--- config.mk ---
export PLATFORM = sky130hd
export DESIGN_NAME = rlgr_entropy_encoder_core
export DESIGN_NICKNAME = d
export VERILOG_FILES = /design/src/hdl/rlgr_pkg.sv /design/src/hdl/rlgr_adapt.sv /design/src/hdl/rlgr_packer.sv /design/src/hdl/rlgr_entropy_encoder_core.sv
export VERILOG_INCLUDE_DIRS = /design/src /design/src/hdl
export SDC_FILE = /design/constraint.sdc
export NUM_CORES = 1
export LEC_CHECK = 0
export BUFFER_PORTS_ARGS = -buffer_cell sky130_fd_sc_hd__buf_2
export CELL_PAD_IN_SITES_DETAIL_PLACEMENT = 1
export CELL_PAD_IN_SITES_GLOBAL_PLACEMENT = 1
export CORE_UTILIZATION = 48
export DETAILED_ROUTE_END_ITERATION = 6
export PLACE_DENSITY_LB_ADDON = 0.1
export SKIP_CTS_REPAIR_TIMING = 1
export SLEW_MARGIN = 20
export SYNTH_ARGS = -nofsm -noshare
export SYNTH_HDL_FRONTEND = slang
export SYNTH_SLANG_ARGS = --single-unit
--- constraint.sdc ---
create_clock -name clk -period 11.7 [get_ports clk]
set_clock_uncertainty 0.15 [all_clocks]
set_input_delay 2.34 -clock clk [delete_from_list [all_inputs] [get_ports clk]]
set_output_delay 2.34 -clock clk [all_outputs]
set_load 0.02 [all_outputs]
--- src/hdl/rlgr_entropy_encoder_core_defines.svh ---
// ----------------------------------------------------------------------------
// RLGR encoder assertion macros
// Concurrent assertion wrappers; compiled out when SYNTH is defined.
// ----------------------------------------------------------------------------
`ifndef RLGR_ENTROPY_ENCODER_CORE_DEFINES_SVH
`define RLGR_ENTROPY_ENCODER_CORE_DEFINES_SVH

`ifndef SYNTH
// same-cycle implication, clocked on clk, off while rst_n is low
`define RLGR_ASSERT_IMP(lbl, ante, cons, msg) \
  lbl: assert property (@(posedge clk) disable iff (!rst_n) (ante) |-> (cons)) \
    else $error(msg);
// next-cycle implication
`define RLGR_ASSERT_NXT(lbl, ante, cons, msg) \
  lbl: assert property (@(posedge clk) disable iff (!rst_n) (ante) |=> (cons)) \
    else $error(msg);
`else
`define RLGR_ASSERT_IMP(lbl, ante, cons, msg)
`define RLGR_ASSERT_NXT(lbl, ante, cons, msg)
`endif

`endif

--- src/hdl/rlgr_pkg.sv ---
// ----------------------------------------------------------------------------
// RLGR encoder package
// Shared constants, types and the block-start parameter load.
// ----------------------------------------------------------------------------
package rlgr_pkg;

  // code segment fields: run prefix is up to 1 + 23 + 1 bits, suffix up to 1 + 23 + 1
  localparam int FIELD_BITS   = 25;
  localparam int FIELD_W_BITS = 5;
  // unary quotient length, enough for 16-bit samples
  localparam int UNARY_W      = 17;
  localparam int PARAM_BITS   = 8;
  localparam int RUN_BITS     = 23;
  localparam int MAG_BITS     = 16;
  localparam int MAX_RESULTS  = 34;
  localparam int RES_CNT_W    = 6;

  localparam logic [PARAM_BITS-1:0] PARAM_CAP      = 8'd191;
  localparam logic [PARAM_BITS-1:0] RICE_STEP_CAP  = 8'd24;
  localparam logic [PARAM_BITS-1:0] RICE_DEC       = 8'd2;
  localparam logic [PARAM_BITS-1:0] RUN_FULL_INC   = 8'd4;
  localparam logic [PARAM_BITS-1:0] RUN_HIT_DEC    = 8'd5;
  localparam logic [PARAM_BITS-1:0] RUN_ZERO_INC   = 8'd3;
  localparam logic [PARAM_BITS-1:0] LOAD_RUN_INIT  = 8'd8;
  localparam logic [PARAM_BITS-1:0] LOAD_RICE_INIT = 8'd16;

  typedef enum logic [1:0] {
    ST_IDLE,
    ST_CALC,
    ST_EMIT
  } state_t;

  typedef struct packed {
    logic [PARAM_BITS-1:0] run;
    logic [PARAM_BITS-1:0] rice;
  } params_t;

  // one sample's code: prefix field, unary ones, suffix field (MSB first)
  typedef struct packed {
    logic [FIELD_W_BITS-1:0] pre_w;
    logic [FIELD_BITS-1:0]   pre_val;
    logic [UNARY_W-1:0]      un_len;
    logic [FIELD_W_BITS-1:0] suf_w;
    logic [FIELD_BITS-1:0]   suf_val;
  } seg_desc_t;

  typedef struct packed {
    logic load;
    logic run;
  } pack_ctl_t;

  typedef struct packed {
    logic fin;
  } pack_sts_t;

  // parameters at block start from the expected magnitude
  function automatic params_t load_params(input logic [MAG_BITS-1:0] m);
    logic [MAG_BITS:0]       v;
    logic [FIELD_W_BITS-1:0] lg;
    params_t                 p;
    v  = {1'b0, m} + 17'd1;
    lg = '0;
    for (int i = 1; i <= MAG_BITS; i++) begin
      if (v[i]) begin
        lg = FIELD_W_BITS'(i);
      end
    end
    if (v <= 17'd2) begin
      p.run  = LOAD_RUN_INIT;
      p.rice = LOAD_RICE_INIT;
    end else begin
      p.run  = '0;
      p.rice = {lg, 3'b000};
    end
    return p;
  endfunction

endpackage

--- src/hdl/rlgr_adapt.sv ---
// ----------------------------------------------------------------------------
// RLGR adaptation state
// Holds run/Rice parameters and the zero run, builds one sample's code segments.
// ----------------------------------------------------------------------------
module rlgr_adapt #(
  parameter int SAMPLE_BITS = 11
) (
  input  logic                             clk,
  input  logic                             rst_n,
  input  logic                             accept,
  input  logic signed [SAMPLE_BITS-1:0]    sample,
  input  logic                             eob,
  input  logic                             calc,
  input  logic [rlgr_pkg::MAG_BITS-1:0]    init_mag,
  output rlgr_pkg::seg_desc_t              desc,
  output logic                             desc_empty
);

  localparam int UW = SAMPLE_BITS + 1;
  localparam int FB = rlgr_pkg::FIELD_BITS;
  localparam int WB = rlgr_pkg::FIELD_W_BITS;
  localparam int PB = rlgr_pkg::PARAM_BITS;

  logic [SAMPLE_BITS-1:0]       sample_r;
  logic                         eob_r;
  logic [PB-1:0]                run_param_r, run_param_nxt;
  logic [PB-1:0]                rice_param_r, rice_param_nxt;
  logic [rlgr_pkg::RUN_BITS-1:0] zero_run_r, zero_run_nxt;
  logic                         block_fresh_r;

  rlgr_pkg::params_t            load_p;

  logic [WB-1:0]                k, kr;
  logic                         sign, run_mode, mag_zero, complete, flush;
  logic [SAMPLE_BITS-1:0]       mag;
  logic [UW-1:0]                u, q;
  logic [FB-1:0]                kmask, kmask_run, sfx, pre_val;
  logic [rlgr_pkg::RUN_BITS:0]  zr1, thresh;
  logic [PB-1:0]                qsat, rice_dec, rice_inc, rice_coded, run_full;
  logic [PB:0]                  rice_sum;
  rlgr_pkg::seg_desc_t          d;

  assign load_p = rlgr_pkg::load_params(init_mag);

  always_comb begin
    k        = run_param_r[PB-1:3];
    kr       = rice_param_r[PB-1:3];
    sign     = sample_r[SAMPLE_BITS-1];
    mag      = sign ? (~sample_r) + SAMPLE_BITS'(1) : sample_r;
    run_mode = (k != '0);
    mag_zero = (mag == '0);
    u        = run_mode ? (UW'(mag) - UW'(1)) : ({mag, 1'b0} - UW'(sign));
    q        = u >> kr;

    kmask     = ~({FB{1'b1}} << kr);
    kmask_run = ~({FB{1'b1}} << k);
    sfx       = FB'(u) & kmask;
    pre_val   = (FB'(1) << (k + WB'(1))) | ((FB'(zero_run_r) & kmask_run) << 1) | FB'(sign);

    zr1      = {1'b0, zero_run_r} + (rlgr_pkg::RUN_BITS + 1)'(1);
    thresh   = (rlgr_pkg::RUN_BITS + 1)'(1) << k;
    complete = (zr1 >= thresh);

    // Rice parameter adaptation from the quotient
    qsat     = (q > UW'(rlgr_pkg::RICE_STEP_CAP)) ? rlgr_pkg::RICE_STEP_CAP : PB'(q);
    rice_sum = {1'b0, rice_param_r} + {1'b0, qsat};
    rice_inc = (rice_sum > {1'b0, rlgr_pkg::PARAM_CAP}) ? rlgr_pkg::PARAM_CAP : rice_sum[PB-1:0];
    rice_dec = (rice_param_r >= rlgr_pkg::RICE_DEC) ? rice_param_r - rlgr_pkg::RICE_DEC : '0;
    if (q == '0) begin
      rice_coded = rice_dec;
    end else if (q == UW'(1)) begin
      rice_coded = rice_param_r;
    end else begin
      rice_coded = rice_inc;
    end
    run_full = (run_param_r > rlgr_pkg::PARAM_CAP - rlgr_pkg::RUN_FULL_INC) ?
               rlgr_pkg::PARAM_CAP : run_param_r + rlgr_pkg::RUN_FULL_INC;

    run_param_nxt  = run_param_r;
    rice_param_nxt = rice_param_r;
    zero_run_nxt   = zero_run_r;
    d              = '0;

    if (run_mode) begin
      if (mag_zero) begin
        if (complete) begin
          d.suf_w       = WB'(1);
          zero_run_nxt  = '0;
          run_param_nxt = run_full;
        end else begin
          zero_run_nxt = zr1[rlgr_pkg::RUN_BITS-1:0];
        end
      end else begin
        d.pre_w        = k + WB'(2);
        d.pre_val      = pre_val;
        d.un_len       = rlgr_pkg::UNARY_W'(q);
        d.suf_w        = kr + WB'(1);
        d.suf_val      = sfx;
        rice_param_nxt = rice_coded;
        run_param_nxt  = run_param_r - rlgr_pkg::RUN_HIT_DEC;
        zero_run_nxt   = '0;
      end
    end else begin
      d.un_len       = rlgr_pkg::UNARY_W'(q);
      d.suf_w        = kr + WB'(1);
      d.suf_val      = sfx;
      rice_param_nxt = rice_coded;
      run_param_nxt  = mag_zero ? run_param_r + rlgr_pkg::RUN_ZERO_INC : '0;
    end

    // end of block: a pending partial run leaves one 0 bit
    flush = eob_r && (zero_run_nxt != '0);
    if (flush) begin
      d.suf_w   = d.suf_w + WB'(1);
      d.suf_val = d.suf_val << 1;
    end
    if (eob_r) begin
      zero_run_nxt = '0;
    end
  end

  assign desc       = d;
  assign desc_empty = (d.pre_w == '0) && (d.un_len == '0) && (d.suf_w == '0);

  always_ff @(posedge clk) begin
    if (accept) begin
      sample_r <= sample;
      eob_r    <= eob;
    end
  end

  always_ff @(posedge clk) begin
    if (!rst_n) begin
      run_param_r   <= rlgr_pkg::LOAD_RUN_INIT;
      rice_param_r  <= rlgr_pkg::LOAD_RICE_INIT;
      zero_run_r    <= '0;
      block_fresh_r <= 1'b1;
    end else if (accept && block_fresh_r) begin
      run_param_r   <= load_p.run;
      rice_param_r  <= load_p.rice;
      zero_run_r    <= '0;
      block_fresh_r <= 1'b0;
    end else if (calc) begin
      run_param_r  <= run_param_nxt;
      rice_param_r <= rice_param_nxt;
      zero_run_r   <= zero_run_nxt;
      if (eob_r) begin
        block_fresh_r <= 1'b1;
      end
    end
  end

endmodule

--- src/hdl/rlgr_packer.sv ---
// ----------------------------------------------------------------------------
// RLGR chunk packer
// Shared shift/merge: packs segment bits, one piece a cycle unless stalled.
// ----------------------------------------------------------------------------
`include "rlgr_entropy_encoder_core_defines.svh"

module rlgr_packer #(
  parameter int CHUNK_BITS = 64
) (
  input  logic                              clk,
  input  logic                              rst_n,
  input  rlgr_pkg::pack_ctl_t               ctl,
  input  rlgr_pkg::seg_desc_t               desc,
  input  logic                              out_ready,
  output logic                              out_valid,
  output logic [CHUNK_BITS-1:0]             out_code_bits,
  output logic [$clog2(CHUNK_BITS+1)-1:0]   out_bit_count,
  output logic                              out_last_result,
  output rlgr_pkg::pack_sts_t               sts
);

  localparam int CNT_W = $clog2(CHUNK_BITS + 1);
  localparam int UNW   = rlgr_pkg::UNARY_W;
  localparam int RW    = (UNW > CNT_W) ? UNW : CNT_W;
  localparam int FB    = rlgr_pkg::FIELD_BITS;
  localparam int WB    = rlgr_pkg::FIELD_W_BITS;
  localparam int NR    = rlgr_pkg::RES_CNT_W;

  logic [WB-1:0]         pre_rem_r, suf_rem_r;
  logic [FB-1:0]         pre_val_r, suf_val_r;
  logic [UNW-1:0]        un_rem_r;
  logic [CHUNK_BITS-1:0] acc_r;
  logic [CNT_W-1:0]      acc_n_r;
  logic [NR-1:0]         nres_r;
  logic                  out_valid_r;
  logic [CHUNK_BITS-1:0] code_r;
  logic [CNT_W-1:0]      count_r;
  logic                  last_r;

  logic                  sel_pre, sel_un;
  logic [RW-1:0]         seg_rem;
  logic [CNT_W-1:0]      space, take, new_cnt;
  logic [CHUNK_BITS-1:0] mask_n, bits, acc_nxt;
  logic [FB-1:0]         fld_val, fld_bits;
  logic [WB-1:0]         fld_sh, pre_left, suf_left;
  logic [UNW-1:0]        un_left;
  logic                  done_after, chunk_done, slot_free, advance, push, last_slot, fin;

  always_comb begin
    sel_pre  = (pre_rem_r != '0);
    sel_un   = !sel_pre && (un_rem_r != '0);
    seg_rem  = sel_pre ? RW'(pre_rem_r) : (sel_un ? RW'(un_rem_r) : RW'(suf_rem_r));
    space    = CNT_W'(CHUNK_BITS) - acc_n_r;
    take     = (seg_rem < RW'(space)) ? CNT_W'(seg_rem) : space;
    mask_n   = {CHUNK_BITS{1'b1}} >> (CNT_W'(CHUNK_BITS) - take);
    fld_val  = sel_pre ? pre_val_r : suf_val_r;
    fld_sh   = WB'(seg_rem - RW'(take));
    fld_bits = fld_val >> fld_sh;
    bits     = sel_un ? mask_n : (mask_n & CHUNK_BITS'(fld_bits));
    acc_nxt  = (acc_r << take) | bits;
    new_cnt  = acc_n_r + take;

    pre_left = sel_pre ? pre_rem_r - WB'(take) : pre_rem_r;
    un_left  = sel_un ? un_rem_r - UNW'(take) : un_rem_r;
    suf_left = (!sel_pre && !sel_un) ? suf_rem_r - WB'(take) : suf_rem_r;

    done_after = (pre_left == '0) && (un_left == '0) && (suf_left == '0);
    chunk_done = (new_cnt == CNT_W'(CHUNK_BITS)) || done_after;
    slot_free  = !out_valid_r || out_ready;
    advance    = ctl.run && (!chunk_done || slot_free);
    push       = advance && chunk_done;
    // chunks past the result limit are dropped, so stop there
    last_slot  = (nres_r == NR'(rlgr_pkg::MAX_RESULTS - 1));
    fin        = push && (done_after || last_slot);
  end

  always_ff @(posedge clk) begin
    if (!rst_n) begin
      pre_rem_r   <= '0;
      un_rem_r    <= '0;
      suf_rem_r   <= '0;
      acc_r       <= '0;
      acc_n_r     <= '0;
      nres_r      <= '0;
      out_valid_r <= 1'b0;
    end else begin
      if (ctl.load) begin
        pre_rem_r <= desc.pre_w;
        un_rem_r  <= desc.un_len;
        suf_rem_r <= desc.suf_w;
        nres_r    <= '0;
      end else if (advance) begin
        pre_rem_r <= pre_left;
        un_rem_r  <= un_left;
        suf_rem_r <= suf_left;
        if (push) begin
          acc_r   <= '0;
          acc_n_r <= '0;
          nres_r  <= nres_r + NR'(1);
        end else begin
          acc_r   <= acc_nxt;
          acc_n_r <= new_cnt;
        end
      end
      if (push) begin
        out_valid_r <= 1'b1;
      end else if (out_ready) begin
        out_valid_r <= 1'b0;
      end
    end
  end

  always_ff @(posedge clk) begin
    if (ctl.load) begin
      pre_val_r <= desc.pre_val;
      suf_val_r <= desc.suf_val;
    end
    if (push) begin
      code_r  <= acc_nxt;
      count_r <= new_cnt;
      last_r  <= done_after;
    end
  end

  assign out_valid       = out_valid_r;
  assign out_code_bits   = code_r;
  assign out_bit_count   = count_r;
  assign out_last_result = last_r;
  assign sts.fin         = fin;

  `RLGR_ASSERT_IMP(a_load_acc_empty, ctl.load, acc_n_r == '0, "segments loaded over a partial chunk")
  `RLGR_ASSERT_IMP(a_run_has_bits, ctl.run, (pre_rem_r != '0) || (un_rem_r != '0) || (suf_rem_r != '0), "packer running with no bits left")
  `RLGR_ASSERT_IMP(a_full_unless_last, push && !done_after && !last_slot, new_cnt == CNT_W'(CHUNK_BITS), "short chunk before end of code")
  `RLGR_ASSERT_NXT(a_fin_clears_acc, fin, acc_n_r == '0, "chunk bits left over after finish")

endmodule

--- src/hdl/rlgr_entropy_encoder_core.sv ---
// ----------------------------------------------------------------------------
// RLGR entropy encoder core
// Adaptive run-length / Golomb-Rice encoder. Signed samples come in one
// transaction at a time; the code bits each sample causes leave as chunks of up
// to CHUNK_BITS bits, first-emitted bit at position out_bit_count-1, unused high
// bits zero, out_last_result set on the chunk that ends the sample's code. A
// sample that only extends a zero run produces no transaction. No bits carry
// between samples. in_end_of_block flushes a pending run bit; the next sample
// reloads the run and Rice parameters from cfg_initial_magnitude, so a register
// write between blocks applies from the next block. A sample is accepted in
// IDLE; CALC then updates the parameters and builds the segments, and EMIT has
// the chunk packer move the bits one piece a cycle. The code is up to three
// segments (run prefix, unary quotient, Rice suffix), and each is moved as one
// piece per chunk it touches. A sample with no code bits goes from CALC back
// to IDLE without the packer. The packer has a single shift/merge unit; it
// waits while a finished chunk sits in the output register with out_ready low.
// in_ready is high only between samples.
// ----------------------------------------------------------------------------
module rlgr_entropy_encoder_core #(
  parameter int SAMPLE_BITS = 11,
  parameter int CHUNK_BITS  = 64
) (
  input  logic                              clk,
  input  logic                              rst_n,
  // sample channel
  input  logic                              in_valid,
  output logic                              in_ready,
  input  logic signed [SAMPLE_BITS-1:0]     in_sample,
  input  logic                              in_end_of_block,
  // chunk channel
  output logic                              out_valid,
  input  logic                              out_ready,
  output logic [CHUNK_BITS-1:0]             out_code_bits,
  output logic [$clog2(CHUNK_BITS+1)-1:0]   out_bit_count,
  output logic                              out_last_result,
  // configuration write channel
  input  logic                              cfg_valid,
  output logic                              cfg_ready,
  input  logic [rlgr_pkg::MAG_BITS-1:0]     cfg_initial_magnitude
);

  rlgr_pkg::state_t                    state_r, state_nxt;
  logic [rlgr_pkg::MAG_BITS-1:0]       initial_magnitude_r;

  logic                                accept;
  logic                                calc_en;
  logic                                desc_empty;
  rlgr_pkg::seg_desc_t                 desc;
  rlgr_pkg::pack_ctl_t                 pk_ctl;
  rlgr_pkg::pack_sts_t                 pk_sts;

  // config register: always writable, only changed between blocks by contract
  assign cfg_ready = 1'b1;

  always_ff @(posedge clk) begin
    if (!rst_n) begin
      initial_magnitude_r <= '0;
    end else if (cfg_valid && cfg_ready) begin
      initial_magnitude_r <= cfg_initial_magnitude;
    end
  end

  // sequencer: IDLE takes a sample, CALC updates state and builds the segment
  // list (empty: back to IDLE), EMIT runs the packer until its last chunk is pushed
  always_comb begin
    state_nxt = state_r;
    unique case (state_r)
      rlgr_pkg::ST_IDLE: begin
        if (in_valid) begin
          state_nxt = rlgr_pkg::ST_CALC;
        end
      end
      rlgr_pkg::ST_CALC: begin
        state_nxt = desc_empty ? rlgr_pkg::ST_IDLE : rlgr_pkg::ST_EMIT;
      end
      rlgr_pkg::ST_EMIT: begin
        if (pk_sts.fin) begin
          state_nxt = rlgr_pkg::ST_IDLE;
        end
      end
      default: begin
        state_nxt = rlgr_pkg::ST_IDLE;
      end
    endcase
  end

  always_comb begin
    in_ready    = 1'b0;
    calc_en     = 1'b0;
    pk_ctl.load = 1'b0;
    pk_ctl.run  = 1'b0;
    unique case (state_r)
      rlgr_pkg::ST_IDLE: begin
        in_ready = 1'b1;
      end
      rlgr_pkg::ST_CALC: begin
        calc_en     = 1'b1;
        pk_ctl.load = !desc_empty;
      end
      rlgr_pkg::ST_EMIT: begin
        pk_ctl.run = 1'b1;
      end
      default: begin
        in_ready = 1'b0;
      end
    endcase
  end

  assign accept = in_valid && in_ready;

  always_ff @(posedge clk) begin
    if (!rst_n) begin
      state_r <= rlgr_pkg::ST_IDLE;
    end else begin
      state_r <= state_nxt;
    end
  end

  rlgr_adapt #(
    .SAMPLE_BITS (SAMPLE_BITS)
  ) u_adapt (
    .clk        (clk),
    .rst_n      (rst_n),
    .accept     (accept),
    .sample     (in_sample),
    .eob        (in_end_of_block),
    .calc       (calc_en),
    .init_mag   (initial_magnitude_r),
    .desc       (desc),
    .desc_empty (desc_empty)
  );

  rlgr_packer #(
    .CHUNK_BITS (CHUNK_BITS)
  ) u_packer (
    .clk             (clk),
    .rst_n           (rst_n),
    .ctl             (pk_ctl),
    .desc            (desc),
    .out_ready       (out_ready),
    .out_valid       (out_valid),
    .out_code_bits   (out_code_bits),
    .out_bit_count   (out_bit_count),
    .out_last_result (out_last_result),
    .sts             (pk_sts)
  );

endmodule
# Word-level counts from Yosys, hierarchy flattened

Index checks and enable logic that the tools add are counted.

Bits in registers: 297
Memory bits (writable): 0
ROM bits: 0
Memories kept: 0
Latch bits: 0
Output and inout bits: 75

Shift operators: 8
Mux-type cells: 75
Multiply operators: 0
Div/mod/pow operators: 0
Reductions and logical operators: 47
Eq/ne operators: 9
Order comparisons: 7
$add $sub $neg: 22
Bitwise logic cells: 12

Operator list:

| cell                  | count |
|---|---|
| $mux 64               | 2 |
| $mux 8                | 16 |
| $mux 5                | 22 |
| $mux 47               | 2 |
| $mux 23               | 4 |
| $mux 17               | 5 |
| $and 64x25->64        | 1 |
| $or 64x64->64         | 1 |
| $shl 64x7->64         | 1 |
| $shr 64x7->64 const A | 1 |
| $mux 30               | 2 |
| $mux 25               | 2 |
| $logic_not 17->1      | 2 |
| $and 12x25->25        | 1 |
| $not 25->25           | 1 |
| $or 25x1->25          | 1 |
| $or 25x25->25         | 1 |
| $shl 1x5->25 const A  | 1 |
| $shl 25x5->24 const A | 1 |
| $shl 25x5->25 const A | 1 |
| $shr 25x5->25         | 1 |
| $add 23x1->24 const B | 1 |
| $and 23x24->24        | 1 |
| $ge 24x24->1          | 1 |
| other kinds (54)      | 108 |

# Longest topological paths before layout

Word-level depth: 20
Mapped depth: 35

# By module

A second synthesis with hierarchy kept.

Cells, all modules: 3120
Area total of the unflattened synthesis: 25783.5 um^2

Modules (own cells, without submodules):

| module                    | seq. area each (um^2) | times used | area each (um^2) | cells each |
|---|---|---|---|---|
| rlgr_packer               | 5765.5                | 1          | 17012.6          | 1903 |
| rlgr_adapt                | 1161.1                | 1          | 8046.5           | 1154 |
| rlgr_entropy_encoder_core | 360.3                 | 1          | 724.4            | 63 |

# Worst setup path before layout

Ideal clock, no wire load.

Path type: register to register
Start: reg u_packer.un_rem_r[10]
End: reg u_packer.nres_r[3]
Path buffers: 5
Stages on the path, launching flop included: 31
Data arrival time: 9437 ps
Slack: 1994 ps
Path through: dfxtp_1 > buf_2 > or4_1 > nor3_1 > a31o_2 > a21o_1 > ha_1 > a21oi_1 > a21oi_1 > a211o_1 > a21oi_1 > mux2_2 > buf_2 > inv_2 > buf_1 > buf_1 > clkbuf_1 > ha_1 > a211oi_1 > o21bai_1 > nor2b_1 > o21ai_0 > o21ai_0 > nor4_1 > and4_1 > nand4_1 > or4_1 > a21oi_2 > nand4_1 > xor2_1 > nor2_1

Longest elaborated chain between the ends: 17

Ends and longest elaborated chain:

| what                                                       | RTL line                             | source |
|---|---|---|
| from (decl)                                                | rlgr_packer.sv:31                    | `logic [UNW-1:0] un_rem_r;` |
| from (signal assigned)                                     | rlgr_packer.sv:89                    | `un_rem_r <= desc.un_len;` |
| from (signal assigned)                                     | rlgr_packer.sv:94                    | `un_rem_r <= un_left;` |
| $reduce_bool 17->1                                         | rlgr_packer.sv:51                    | `sel_un = !sel_pre && (un_rem_r != '0);` |
| $logic_and 1x1->1                                          | rlgr_packer.sv:51                    |  |
| $mux 17 (2 in a row)                                       | rlgr_packer.sv:52                    | `seg_rem = sel_pre ? RW'(pre_rem_r) : (sel_un ? RW'(un_rem_r) : RW'(suf_rem_r));` |
| $lt 17x7->1                                                | rlgr_packer.sv:54                    | `take = (seg_rem < RW'(space)) ? CNT_W'(seg_rem) : space;` |
| $mux 7                                                     | rlgr_packer.sv:54                    |  |
| $sub 17x7->17 / $sub 5x5->5 (equally long branches)        | rlgr_packer.sv:64, rlgr_packer.sv:63 |  |
| $mux 17 / $mux 5 (equally long branches)                   | rlgr_packer.sv:64, rlgr_packer.sv:63 |  |
| $logic_not 17->1 / $logic_not 5->1 (equally long branches) | rlgr_packer.sv:67                    | `done_after = (pre_left == '0) && (un_left == '0) && (suf_left == '0);` |
| $logic_and 1x1->1 (2 in a row)                             | rlgr_packer.sv:67                    |  |
| $logic_or 1x1->1 (*)                                       | rlgr_packer.sv:68                    | `chunk_done = (new_cnt == CNT_W'(CHUNK_BITS)) \|\| done_after;` |
| $logic_not 1->1                                            | rlgr_packer.sv:70                    | `advance = ctl.run && (!chunk_done \|\| slot_free);` |
| $logic_or 1x1->1                                           | rlgr_packer.sv:70                    |  |
| $logic_and 1x1->1                                          | rlgr_packer.sv:70                    |  |
| $logic_and 1x1->1 (*)                                      | rlgr_packer.sv:71                    | `push = advance && chunk_done;` |
| net u_packer.push                                          | rlgr_packer.sv:47                    | `logic done_after, chunk_done, slot_free, advance, push, last_slot, fin;` |
| $reduce_and 2->1 (no source line) (*)                      | --                                   |  |
| to (signal assigned)                                       | rlgr_packer.sv:99                    | `nres_r <= nres_r + NR'(1);` |
| to (decl)                                                  | rlgr_packer.sv:34                    | `logic [NR-1:0] nres_r;` |

Mark *: on every way through the listed nets, which the timed path passes. The rest lies on a longest branch.
A chain may end at the register's enable or synchronous reset.

# Final worst setup path

Start: reg u_packer.un_rem_r[10]
End: reg u_packer.code_r[42] (netlist: u_packer.out_code_bits[42]), enable pin

Longest elaborated chain between the ends: 16

Ends and longest elaborated chain:

| what                                                       | RTL line                             | source |
|---|---|---|
| $reduce_bool 17->1                                         | rlgr_packer.sv:51                    |  |
| $logic_and 1x1->1                                          | rlgr_packer.sv:51                    |  |
| $mux 17 (2 in a row)                                       | rlgr_packer.sv:52                    |  |
| $lt 17x7->1                                                | rlgr_packer.sv:54                    |  |
| $mux 7                                                     | rlgr_packer.sv:54                    |  |
| $sub 17x7->17 / $sub 5x5->5 (equally long branches)        | rlgr_packer.sv:64, rlgr_packer.sv:63 |  |
| $mux 17 / $mux 5 (equally long branches)                   | rlgr_packer.sv:64, rlgr_packer.sv:63 |  |
| $logic_not 17->1 / $logic_not 5->1 (equally long branches) | rlgr_packer.sv:67                    |  |
| $logic_and 1x1->1 (2 in a row)                             | rlgr_packer.sv:67                    |  |
| $logic_or 1x1->1 (*)                                       | rlgr_packer.sv:68                    |  |
| $logic_not 1->1                                            | rlgr_packer.sv:70                    |  |
| $logic_or 1x1->1                                           | rlgr_packer.sv:70                    |  |
| $logic_and 1x1->1                                          | rlgr_packer.sv:70                    |  |
| $logic_and 1x1->1 (*)                                      | rlgr_packer.sv:71                    |  |
| net u_packer.push                                          | rlgr_packer.sv:47                    |  |
| to (signal assigned)                                       | rlgr_packer.sv:119                   | `code_r <= acc_nxt;` |
| to (decl)                                                  | rlgr_packer.sv:36                    | `logic [CHUNK_BITS-1:0] code_r;` |

Marks and branches as above.

==> impl_metrics.toml <==
[worst_setup_path]
crit_top_cell = "a21oi_1"
crit_slowest_cell = "nor3_1"
worst_setup_path_start_kind = "flip-flop"
rr_worst_depth = 23
required_ns = 11.73
r2r-end = "u_packer.out_code_bits[42]$_DFFE_PP_"
r2r_slack_ns = 2.56
worstPathCellList = "or4_1 > nor3_1 > a31o_2 > a21o_1 > ha_1 > a21oi_1 > a21oi_1 > a211o_1 > a21oi_1 > buf_4 > mux2i_1 > inv_1 > ha_1 > nor3b_1 > nand2_1 > nor2b_1 > a311oi_1 > o21ai_1 > xor2_1 > nand4_1 > or4_1 > a21oi_4 > buf_4"
crit_path_max_fanout = 62
crit_path_end_kind = "flip-flop"
worstReg2RegStart = "u_packer.un_rem_r[10]$_SDFFE_PN0P_"
crit_arrival_ns = 9.17
path_delay_family = "simple AND/OR/NAND/NOR gates"
critPathMaxStageDelay_ns = 0.76
crit_type = "flip-flop to flip-flop"
critPathBufInv = 3

[floorplan]
die_x_um = 227
die_h_um = 227
start_util = 0.485
dieArea_um2 = 51500
core_area_um2 = 50100
ios = 108
rows = 82

[synth]
synth_cell_type_count = 97
syn-mean-instance-area_um2 = 8.16
ys_seq_elements = 285
ys_seq_area_frac = 0.285
synth-simple-area-share = 0.219
synth_top_family_by_area = "simple AND/OR/NAND/NOR gates"
synthXorXnorAreaFrac = 0.0413
netlist_instances = 2979
synth_edf_count = 122
yosys_warnings = 0
async_flop_share = 0
yosys-mux-area-fraction = 0.138
synth_compound_area_frac = 0.213
syn_area_um2 = 24300
synth-main-ff-cell = "dfxtp_1"
synth_fa_ha_area_frac = 0.0544

[timing]
final.setup.tns_ns = 0
tightest_slew_ns = 1.06
relSlewSlack = 0.291
rsz0062_at_grt = "false"
hold_viol = 0
finalCriticalPeriod_ns = 9.14
timing.final.crit_share = 0.781
timing.fmax_ghz = 0.109
finalMaxSlewViolations = 0
finalSetupViolCount = 0

[drt]
vias = 24200
via_per_inst = 6.60
first_pass_iters = 6
drt_iter0_markers = 1860
avgRoutedWirePerCell_um = 25.2
drtAntennaViolNets = 0
drcViolationCount = 0
drt-total-wl_mm = 92.2

[cells_and_area]
layout.cells.most_common = "nand2_1"
drive_above_1_share = 0.109
layout_common_cells = "nand2_1, nor2_1, mux2i_1"
final_nets = 3100
area_growth_pct = 8.65
num_antenna_cells = 0

[clocking]
worstSkewPairLatency_ns = 0.56
cts_max_level = 2
cts_buffers = 35
clk_pin_slew_worst_paths_ns = 0.06
clock-sinks = 285
clockBufferDepth = 3
root_buffer = "clkbuf_16"
cts_tree = "done"

[global_routing]
grt_usage = 0.353
antenna_found_initial = 0
grt_pass1_wl_mm = 142
gr-usage-met2 = 0.585
grt_max_degree = 65
grt_overflow = 0
grt_pass1_vias = 24300
use_met3 = 0.0447
grt_use_met1 = 0.462
top_usage_layer = "met2"

[placed_design]
gp_congestion = 0.991
hpwl_mm = 68.7
portBuffers = 106

[worst_hold_path]
worstHoldPathCells = 2
hold_class = "flip-flop to flip-flop"
holdCritStartpoint = "u_packer.acc_r[6]$_SDFFE_PN0P_"
hold_end = "u_packer.acc_r[6]$_SDFFE_PN0P_"

[outcome]
status = "finished, final reports clean"

[flow_run]
maxCapViolCount = 0
-- synth_stat cells, types with 24 or more instances --
| cell | instances | area (µm²) |
|---|---|---|
| o22ai_1 | 26 | 163 |
| a211oi_1 | 33 | 248 |
| nor4_1 | 32 | 200 |
| o31ai_1 | 27 | 203 |
| o211ai_1 | 28 | 210 |
| a31oi_1 | 38 | 238 |
| a21o_1 | 24 | 180 |
| nor2_1 | 288 | 1080 |
| mux2i_1 | 248 | 2480 |
| buf_2 | 50 | 250 |
| a22o_1 | 44 | 385 |
| edfxtp_1 | 122 | 3660 |
| a21oi_1 | 182 | 911 |
| nand2_1 | 326 | 1220 |
| xor2_1 | 43 | 377 |
| ha_1 | 96 | 1200 |
| buf_1 | 25 | 93.8 |
| clkbuf_1 | 131 | 492 |
| mux2_2 | 31 | 349 |
| a22oi_1 | 26 | 195 |
| dfxtp_1 | 163 | 3260 |
| xnor2_1 | 66 | 578 |
| nor3_1 | 83 | 415 |
| nand4_1 | 33 | 206 |
| o21ai_0 | 154 | 771 |
| inv_1 | 78 | 293 |
| and3_1 | 38 | 238 |
| nand3_1 | 137 | 686 |
-- cell type report --
cell class	count	area [µm²]
fill	6070	23700
multi-input combinational	2400	16200
sequential	285	6930
clock buffer	46	970
timing repair buffer	159	953
tap	672	841
inverter	84	317
clock inverter	17	146
-- state kept, by name, indices dropped and copies added (netlist names) --
register	count
u_adapt.eob_r	1
u_packer.out_bit_count	7
u_packer.pre_val_r	25
u_adapt.zero_run_r	23
u_packer.out_code_bits	64
u_adapt.block_fresh_r	1
u_packer.out_valid	1
u_packer.nres_r	6
u_adapt.run_param_r	8
state_r	2
initial_magnitude_r	16
u_packer.pre_rem_r	5
u_packer.acc_n_r	7
u_packer.acc_r	64
u_packer.suf_rem_r	5
u_adapt.sample_r	11
u_adapt.rice_param_r	8
u_packer.un_rem_r	17
u_packer.out_last_result	1
u_packer.suf_val_r	13
-- stage by stage --
step,instances,setup slack [ns],utilization,hold WS [ns],instance area [µm²]
2_1_floorplan,2981,1.99,-,0.292,24300
3_3_place_gp,3598,3.01,0.504,0.307,25200
3_5_place_dp,3599,2.74,0.504,0.341,25300
4_1_cts,3662,2.70,0.527,0.351,26400
5_1_grt,3663,2.09,0.527,0.378,26400
6_report,3663,2.56,0.527,0.355,26400
-- layer usage --
metal  wire (µm)  part of all wire
met5           0                 0
met4        3910             0.042
met3        5430             0.059
met2       43100              0.47
met1       39700              0.43
-- worst max path at each step --
stage                                  startpoint                              endpoint  slack [ns]  cells past startpoint
3_3_place_gp   u_packer.un_rem_r[10]$_SDFFE_PN0P_  u_packer.out_code_bits[42]$_DFFE_PP_        3.01                     24
4_1_cts        u_packer.un_rem_r[10]$_SDFFE_PN0P_  u_packer.out_code_bits[42]$_DFFE_PP_        2.70                     23
5_1_grt        u_packer.un_rem_r[10]$_SDFFE_PN0P_  u_packer.out_code_bits[42]$_DFFE_PP_        2.09                     23
3_5_place_dp   u_packer.un_rem_r[10]$_SDFFE_PN0P_  u_packer.out_code_bits[42]$_DFFE_PP_        2.74                     23
2_1_floorplan  u_packer.un_rem_r[10]$_SDFFE_PN0P_       u_packer.nres_r[3]$_SDFFE_PP0P_        1.99                     30
6_report       u_packer.un_rem_r[10]$_SDFFE_PN0P_  u_packer.out_code_bits[42]$_DFFE_PP_        2.56                     23
-- cell families after synthesis --
| logic type | after synthesis |
|---|---|
| AND/OR/NAND/NOR | 1106 |
| AO/OA/AOI/OAI | 773 |
| multiplexers | 303 |
| buffers and inverters | 296 |
| flip-flops | 285 |
| XOR/XNOR | 112 |
| adder cells (fa/ha/maj) | 102 |
| other | 2 |
-- worst register-to-register path, cell delays in order (launching register included) --
cell and delay [ns]:
dfxtp_1 0.41, or4_1 0.59, nor3_1 0.76, a31o_2 0.31, a21o_1 0.19, ha_1 0.28, a21oi_1 0.15, a21oi_1 0.12
a211o_1 0.31, a21oi_1 0.12, buf_4 0.24, mux2i_1 0.71, inv_1 0.38, ha_1 0.54, nor3b_1 0.53, nand2_1 0.15
nor2b_1 0.22, a311oi_1 0.07, o21ai_1 0.33, xor2_1 0.23, nand4_1 0.13, or4_1 0.55, a21oi_4 0.52, buf_4 0.70
Power is not shown: default switching activity piles up to over one toggle a cycle in this logic, so the estimate is an artifact.
